### config.mk
export PLATFORM = sky130hd
export DESIGN_NAME = hde_ctrl
export DESIGN_NICKNAME = d
export VERILOG_FILES = /design/src/rtl/hde_pkg.sv /design/src/rtl/hde_ctrl.sv
export SDC_FILE = /design/constraint.sdc
export NUM_CORES = 1
export LEC_CHECK = 0
export BUFFER_PORTS_ARGS = -buffer_cell sky130_fd_sc_hd__buf_2
export CAP_MARGIN = 30
export CORE_AREA = 4 4 41 43
export CTS_BUF_LIST = sky130_fd_sc_hd__clkbuf_16
export DETAILED_ROUTE_END_ITERATION = 16
export DIE_AREA = 0 0 45 47
export PLACE_DENSITY_LB_ADDON = 0.12
export SYNTH_ARGS = -nofsm -noshare
export SYNTH_HDL_FRONTEND = slang
export SYNTH_SLANG_ARGS = --single-unit
export TNS_END_PERCENT = 30
### constraint.sdc
create_clock -name clk -period 1.8 [get_ports clk]
set_clock_uncertainty 0.15 [all_clocks]
set_input_delay 0.18 -clock clk [delete_from_list [all_inputs] [get_ports clk]]
set_output_delay 0.18 -clock clk [all_outputs]
set_load 0.01 [all_outputs]
### src/rtl/hde_pkg.sv
// hde_pkg: shared types and constants for the histogram density estimator
`default_nettype none
package hde_pkg;

    localparam int SMP_W        = 32;  // Q16.16 sample width
    localparam int K_W          = 7;   // bin count register width
    localparam int BIN_W        = 6;   // reported bin index width
    localparam int WIDE_W       = 33;  // widened range width
    localparam int BQ_W         = 7;   // quotient bits of a binning divide
    localparam int FRAC_W       = 32;  // fraction shift of the density
    localparam int WIDEN_SHIFT  = 20;  // range widening shift

    localparam logic [K_W-1:0]   K_RESET = 7'd16;
    localparam logic [SMP_W-1:0] MAX_POS = 32'h7FFF_FFFF;
    localparam logic [SMP_W-1:0] MIN_NEG = 32'h8000_0000;
    localparam logic [SMP_W-1:0] DENS_SAT = 32'hFFFF_FFFF;

    typedef struct packed {
        logic signed [SMP_W-1:0] sample_value;
        logic                    last_sample;
    } in_beat_t;

    typedef struct packed {
        logic [BIN_W-1:0]        bin_number;
        logic signed [SMP_W-1:0] bin_low_edge;
        logic [SMP_W-1:0]        bin_density;
        logic                    zero_range;
        logic                    last_bin;
    } out_beat_t;

    typedef enum logic [3:0] {
        ST_LOAD,
        ST_SETUP,
        ST_S_RD,
        ST_S_MUL,
        ST_S_GO,
        ST_S_WAIT,
        ST_T_RD,
        ST_T_WR,
        ST_E_MUL,
        ST_E_GO,
        ST_E_WAIT,
        ST_D_MUL,
        ST_D_GO,
        ST_D_WAIT,
        ST_EMIT
    } state_t;

    typedef struct packed {
        logic accept;
        logic pass_init;
        logic smp_rd;
        logic bin_mul;
        logic tally_rd_bin;
        logic tally_wr;
        logic next_smp;
        logic edge_mul;
        logic dens_mul;
        logic div_start;
        logic div_short;
        logic out_load;
        logic next_bin;
        logic pass_end;
    } dp_cmd_t;

    typedef struct packed {
        logic in_last;
        logic div_busy;
        logic div_done;
        logic smp_last;
        logic bin_last;
        logic out_free;
    } dp_status_t;

endpackage
`default_nettype wire

### src/rtl/hde_ctrl.sv
// hde_ctrl: sequencer for load, binning and emit passes
`default_nettype none
module hde_ctrl (
    input  logic                clk,
    input  logic                rst_n,
    input  logic                in_valid,
    output logic                in_stall,
    input  hde_pkg::dp_status_t status,
    output hde_pkg::dp_cmd_t    cmd
);
    import hde_pkg::*;

    state_t state_reg;
    state_t state_next;

    always_ff @(posedge clk or negedge rst_n)
    begin
        if (!rst_n)
            state_reg <= ST_LOAD;
        else
            state_reg <= state_next;
    end

    always_comb
    begin
        state_next = state_reg;
        cmd        = '0;
        unique case (state_reg)
            ST_LOAD:
            begin
                cmd.accept = in_valid;
                if (in_valid && status.in_last)
                    state_next = ST_SETUP;
            end
            ST_SETUP:
            begin
                cmd.pass_init = 1'b1;
                state_next    = ST_S_RD;
            end
            ST_S_RD:
            begin
                cmd.smp_rd = 1'b1;
                state_next = ST_S_MUL;
            end
            ST_S_MUL:
            begin
                cmd.bin_mul = 1'b1;
                state_next  = ST_S_GO;
            end
            ST_S_GO:
            begin
                cmd.div_start = 1'b1;
                cmd.div_short = 1'b1;
                state_next    = ST_S_WAIT;
            end
            ST_S_WAIT:
            begin
                if (status.div_done)
                    state_next = ST_T_RD;
            end
            ST_T_RD:
            begin
                cmd.tally_rd_bin = 1'b1;
                state_next       = ST_T_WR;
            end
            ST_T_WR:
            begin
                cmd.tally_wr = 1'b1;
                cmd.next_smp = 1'b1;
                state_next   = status.smp_last ? ST_E_MUL : ST_S_RD;
            end
            ST_E_MUL:
            begin
                cmd.edge_mul = 1'b1;
                state_next   = ST_E_GO;
            end
            ST_E_GO:
            begin
                cmd.div_start = 1'b1;
                state_next    = ST_E_WAIT;
            end
            ST_E_WAIT:
            begin
                if (status.div_done)
                    state_next = ST_D_MUL;
            end
            ST_D_MUL:
            begin
                cmd.dens_mul = 1'b1;
                state_next   = ST_D_GO;
            end
            ST_D_GO:
            begin
                cmd.div_start = 1'b1;
                state_next    = ST_D_WAIT;
            end
            ST_D_WAIT:
            begin
                if (status.div_done)
                    state_next = ST_EMIT;
            end
            ST_EMIT:
            begin
                // hold the finished bin until the output register frees up
                if (status.out_free)
                begin
                    cmd.out_load = 1'b1;
                    if (status.bin_last)
                    begin
                        cmd.pass_end = 1'b1;
                        state_next   = ST_LOAD;
                    end
                    else
                    begin
                        cmd.next_bin = 1'b1;
                        state_next   = ST_E_MUL;
                    end
                end
            end
            default:
                state_next = ST_LOAD;
        endcase
    end

    assign in_stall = (state_reg != ST_LOAD);

endmodule
`default_nettype wire

==> results.py, run 1 <==
metrics = {
    "run_status": {
        "status": "finished clean",
    },
    "placement": {
        "dp_cells": 90,
        "dp_hpwl_um": 803,
        "routabilityCongestion": 0.703,
        "io_buffers": 22,
    },
    "clock_tree": {
        "htree_levels": 1,
        "cts-buffers-inserted": 3,
        "root_buffer": "clkbuf_16",
        "cts_tree": "built",
        "clk_pin_slew_ns": 0.03,
        "clockBufferDepth": 2,
        "clk_latency_ns": 0.23,
        "clock-sinks": 4,
    },
    "layout": {
        "layout_common_cells": "buf_2, buf_4, nor2_1, nor3_1, dfrtp_1",
        "drive_gt1_frac": 0.575,
        "fin_cells": 95,
        "syn2layout_area_growth_pct": 70.4,
        "n_antenna_cell": 0,
        "largest_register_ffs": 4,
        "fill_cells": 134,
        "fin_nets": 91,
        "mostFrequentLayoutCell": "buf_2",
    },
    "critical_path": {
        "cp-start-kind": "register",
        "crit_chain": "or4_4 -> a21oi_4 -> nor3_2 -> mux2_4",
        "path_max_fanout": 3,
        "slowest_stage": "or4_4",
        "crit_type": "register to register",
        "critical_path_arrival_ns": 1.72,
        "crit_buf_inv": 0,
        "rr_endpoint": "state_reg[2]",
        "rr_worst_depth": 4,
        "startpoint": "state_reg[0]",
        "r2r_start": "state_reg[0]",
        "rrSetupSlack_ns": 0.04,
        "crit_required_ns": 1.75,
        "end_kind": "register",
        "cp_top_family": "simple AND/OR/NAND/NOR gates",
        "slowest_delay_ns": 0.57,
    },
    "detailed_routing": {
        "vias": 476,
        "routed_wirelength_mm": 1.17,
        "drt_first_pass_iters": 2,
        "wl_per_cell_um": 12.3,
        "vias_per_cell": 5.01,
        "drt_iter0_drc": 3,
        "postRouteAntennaNets": 0,
        "remaining_drc_errors": 0,
    },
    "yosys": {
        "async_flop_share": 1.00,
        "synth_top_area_frac": 0.239,
        "synthTopCellsByArea": "dfrtp_1, mux2_4, nor3_1, nand2b_1, a21oi_4",
        "ys_types": 25,
        "yosys_warnings": 0,
        "seq_area_frac_synth": 0.239,
        "syn_area_um2": 419,
        "synth_mux_area_frac": 0.134,
        "synthAdderAreaFrac": 0,
        "syn_nets": 60,
        "syn_inst": 51,
        "synth_compound_area_frac": 0.197,
        "synth.avg_cell_area_um2": 8.22,
        "synthFlopType": "dfrtp_1",
        "synth_top_family_by_area": "simple AND/OR/NAND/NOR gates",
        "synth_edf_count": 0,
        "synth-xor-area-share": 0,
        "yosys.area_share.simple": 0.358,
        "synth_seq_cells": 4,
        "yosys.area.top_type": "dfrtp_1",
    },
    "die": {
        "die_y_um": 47,
        "core_um2": 1300,
        "dieWidth_um": 45,
        "initial_utilization": 0.322,
        "dieArea_um2": 2120,
        "ios": 24,
        "row_count": 13,
    },
    "power": {
        "power_density_nw_per_um2": 1930,
        "p_leak_nw": 0.358,
        "vdd_drop_max_uv": 979,
        "power.total_mw": 1.38,
    },
    "global_route": {
        "grt.overflow.total": 0,
        "grt_start_max_net_pins": 14,
        "grt.total_usage": 0.126,
        "grt_antenna_before_repair": 0,
        "grt_pass1_wl_mm": 1.84,
        "grt_pass1_vias": 427,
    },
    "sta": {
        "final.setup.tns_ns": 0,
        "tightest_slew_ns": 0.357,
        "slew_headroom": 0.760,
        "setup_viol": 0,
        "period_share": 0.980,
        "hold_viol": 0,
        "hold_ws_ns": 0.162,
        "min_period_ns": 1.76,
        "fmax_ghz": 0.567,
        "finalMaxSlewViolations": 0,
        "rsz0062_at_grt": "true",
    },
    "job": {
        "maxCapViolations": 0,
    },
    "min_path": {
        "hold_path_class": "input port to asynchronous set/reset pin",
    },
}
stage by stage:
stage / utilization / instance area (um^2) / worst slack (ns)
after floorplan: - / 419 / 0.0534
after global placement: 0.444 / 578 / 0.0665
after detailed placement: 0.444 / 578 / 0.0598
after CTS: 0.522 / 679 / 0.0158
after global routing: 0.549 / 714 / -0.00399
final: 0.549 / 714 / 0.0362
synth_stat cells (2+ instances only):
master    count
o21ai_0       3
nor2_1        4
dfrtp_1       4
nor3_1        6
nand2b_1      4
a21oi_1       2
nand3b_1      2
mux2_4        3
clkbuf_1      4
nand2_1       3
inv_1         2
logic make-up (layout without fill, tap and decap cells):
group           count (synthesis)  count (layout)
flops                           4               4
compound gates                 11              11
mux                             4               4
buf+inv                         7              36
simple gates                   25              25
layout make-up:
type | instances | area [um^2] | share of cell area
Timing Repair Buffer | 31 | 188 | 0.263
Sequential cell | 4 | 100 | 0.140
Multi-Input combinational cell | 40 | 325 | 0.455
Tap cell | 15 | 18.8 | 0.0263
Clock buffer | 3 | 75.1 | 0.105
Inverter | 2 | 7.51 | 0.0105
worst max path at each step:
stage	to	cells past startpoint
4_1_cts	cmd[0]	6
3_5_place_dp	state_reg[2]	4
2_1_floorplan	state_reg[1]	4
3_3_place_gp	state_reg[2]	4
5_1_grt	state_reg[2]	5
6_report	state_reg[2]	4
layer usage:
metal  global-route usage  wire length [um]  up-vias
li1                     -                 -      240
met1                0.137               491      220
met2                0.212               579       13
met3               0.0460                77        3
met4               0.0702                24        0
met5                    0                 0        -
repair_timing:
| action | CTS | global route |
|---|---|---|
| buffers inserted | 1 | 0 |
| setup endpoints to repair | 2 | 4 |
| pin swaps | 0 | 1 |
| hold buffers | 1 | 0 |
| gates resized for setup | 2 | 6 |
| endpoints found under the hold margin | 4 | 0 |
power breakdown:
| group | switching (mW) | leakage [nW] | internal, mW |
|---|---|---|---|
| Combinational | 0.417 | 0.272 | 0.438 |
| Sequential | 0.0332 | 0.0492 | 0.136 |
| Clock | 0.0673 | 0.0370 | 0.284 |
| Total | 0.517 | 0.358 | 0.859 |
Note: power is estimated with default switching activity, not from simulation.
==> inputs of run 2 (changes only) <==
ABC_AREA = 1   (was unset)
==> run 2 against run 1 <==
Power shrank 14%. Register-to-register slack gained 0.34 ns. Synthesized cell count grew 65%. First-iteration DRC count grew to 4.0 times the previous value. Global-route usage shrank 0.30 points. Clock power shrank 3%. Area after synthesis grew 14%. Critical path depth grew 2. Critical path type is now register to output pin. Largest power group unchanged.
==> results.py, run 2 <==
metrics = {
    "die": {
        "ios": 24,
        "row_count": 13,
        "initial_utilization": 0.367,
        "die_y_um": 47,
        "dieArea_um2": 2120,
        "dieWidth_um": 45,
        "core_um2": 1300,
    },
    "power": {
        "vdd_drop_max_uv": 995,
        "power_density_nw_per_um2": 1730,
        "p_leak_nw": 0.407,
    },
    "layout": {
        "post-route-util": 0.526,
        "fin_nets": 120,
        "fill_cells": 149,
        "seqCellArea_um2": 100,
        "drive_gt1_frac": 0.404,
        "multi_input_area_um2": 314,
        "syn2layout_area_growth_pct": 43.2,
        "mostFrequentLayoutCell": "buf_2",
        "largest_register_ffs": 4,
        "layout_common_cells": "buf_2, nand2_1, nor2_1",
        "n_antenna_cell": 0,
    },
    "sta": {
        "setup_viol": 0,
        "tightest_slew_ns": 0.286,
        "rsz0062_at_grt": "false",
        "hold_viol": 0,
        "slew_headroom": 0.810,
        "fmax_ghz": 0.606,
        "min_period_ns": 1.65,
        "period_share": 0.917,
        "finalMaxSlewViolations": 0,
        "final.setup.tns_ns": 0,
    },
    "yosys": {
        "syn_nets": 93,
        "syn_inst": 84,
        "async_flop_share": 1.00,
        "synthTopCellsByArea": "dfrtp_1, nand2_1, nor2_1, nand2_2, inv_1",
        "yosys.area.top_type": "dfrtp_1",
        "synthFlopType": "dfrtp_1",
        "synth_top_area_frac": 0.209,
        "synth.most_common_cell": "nand2_1",
        "seq_area_frac_synth": 0.209,
        "synth.avg_cell_area_um2": 5.69,
        "syn_area_um2": 478,
        "ys_types": 16,
        "yosys_warnings": 0,
        "synth_edf_count": 0,
        "synth_common_cells": "nand2_1, nor2_1, inv_1, nand2_2, nand3_1",
        "synth_seq_cells": 4,
    },
    "global_route": {
        "use_met3": 0.0345,
        "grt_pass1_vias": 470,
        "grt_antenna_before_repair": 0,
        "grt_pass1_wl_mm": 1.81,
        "grt.overflow.total": 0,
        "grt.busiest_layer": "met2",
        "grt.total_usage": 0.123,
        "grtUsageMet2": 0.189,
        "grt_start_max_net_pins": 8,
        "gr-usage-met1": 0.147,
    },
    "clock_tree": {
        "cts_resized": 0,
        "post-cts-setup-buffer-count": 0,
        "clock-sinks": 4,
        "clk_pin_slew_ns": 0.03,
        "htree_levels": 1,
        "root_buffer": "clkbuf_16",
        "cts_tree": "built",
        "clk_latency_ns": 0.22,
        "cts_hold_buffers": 1,
        "cts-buffers-inserted": 3,
        "clockBufferDepth": 2,
    },
    "detailed_routing": {
        "wl_per_cell_um": 9.16,
        "drt_iter0_drc": 12,
        "routed_wirelength_mm": 1.14,
        "vias": 565,
        "vias_per_cell": 4.56,
        "drt_first_pass_iters": 4,
        "postRouteAntennaNets": 0,
        "remaining_drc_errors": 0,
    },
    "critical_path": {
        "critical_path_arrival_ns": 1.32,
        "end_kind": "output pin",
        "rrSetupSlack_ns": 0.38,
        "cp-start-kind": "register",
        "path_max_fanout": 5,
        "crit_required_ns": 1.47,
        "rr_endpoint": "state_reg[1]",
        "rr_worst_depth": 6,
        "r2r_start": "state_reg[3]",
        "crit_type": "register to output pin",
    },
    "min_path": {
        "whs_endpoint": "state_reg[1]",
        "min_from": "status[2]",
        "hold_path_class": "input port to register",
        "hold_depth": 4,
    },
    "placement": {
        "io_buffers": 22,
        "dp_hpwl_um": 955,
        "routabilityCongestion": 0.756,
    },
    "job": {
        "maxCapViolations": 0,
    },
    "run_status": {
        "status": "finished clean",
    },
}
==> run 2: cell types whose count changed after synthesis, sizes merged, moves of 2 or more <==
cell and change:
nor2 +17, nand3b -2, nand2b -4, a21oi -3, inv +13, nand3 +9, mux2 -4, clkbuf -4
nand2 +24, nor3 -6
==> run 2: kinds of logic after synthesis <==
kind of cell | share of synthesized area
compound gates | 0.0654
buf+inv | 0.134
flops | 0.209
simple gates | 0.592
==> run 2: critical path, stage by stage (launching register included) <==
cell     delay [ns]
dfrtp_1        0.44
inv_2          0.12
nand2_2        0.07
nor2_2         0.13
inv_1          0.07
nor3_1         0.12
buf_2          0.15
==> run 2: layer usage <==
layer  up-vias  part of all wire
met1       243              0.46
met3         0             0.055
met4         0                 0
li1        309                 -
met2        13              0.48
met5         -                 0
==> run 2: worst max-delay path by stage <==
| stage | startpoint | end | slack (ns) | cells after the start |
|---|---|---|---|---|
| after global routing | state_reg[0] | cmd[0] | 0.006 | 6 |
| after global placement | state_reg[3] | state_reg[3] | 0.38 | 6 |
| after CTS | state_reg[0] | cmd[0] | 0.13 | 6 |
| final | state_reg[0] | cmd[0] | 0.15 | 6 |
| after detailed placement | state_reg[0] | cmd[0] | 0.37 | 6 |
| after floorplan | state_reg[0] | cmd[0] | 0.45 | 5 |
==> run 2: report_power, final <==
group	internal [mW]	leakage, nW	switching, mW
logic	0.229	0.320	0.396
clock network	0.283	0.0370	0.0576
registers	0.134	0.0500	0.0823
==> run 2: final cells by class <==
type                       count  share of cell area
inverter                      15              0.0823
sequential                     4               0.146
timing repair buffer          23               0.176
clock buffer                   3               0.110
tap                           15              0.0274
multi-input combinational     64               0.459
==> run 2: per-stage QoR <==
| stage | cell area, um^2 | setup WS (ns) | instances | total power, mW | hold slack (ns) |
|---|---|---|---|---|---|
| 2_1_floorplan | 478 | 0.453 | 84 | 0.674 | -0.266 |
| 3_3_place_gp | 599 | 0.382 | 120 | 0.846 | -0.165 |
| 3_5_place_dp | 599 | 0.371 | 120 | 0.843 | -0.164 |
| 4_1_cts | 684 | 0.132 | 124 | 1.20 | 0.133 |
| 5_1_grt | 684 | 0.00589 | 124 | 1.30 | 0.162 |
| 6_report | 684 | 0.149 | 124 | 1.18 | 0.131 |
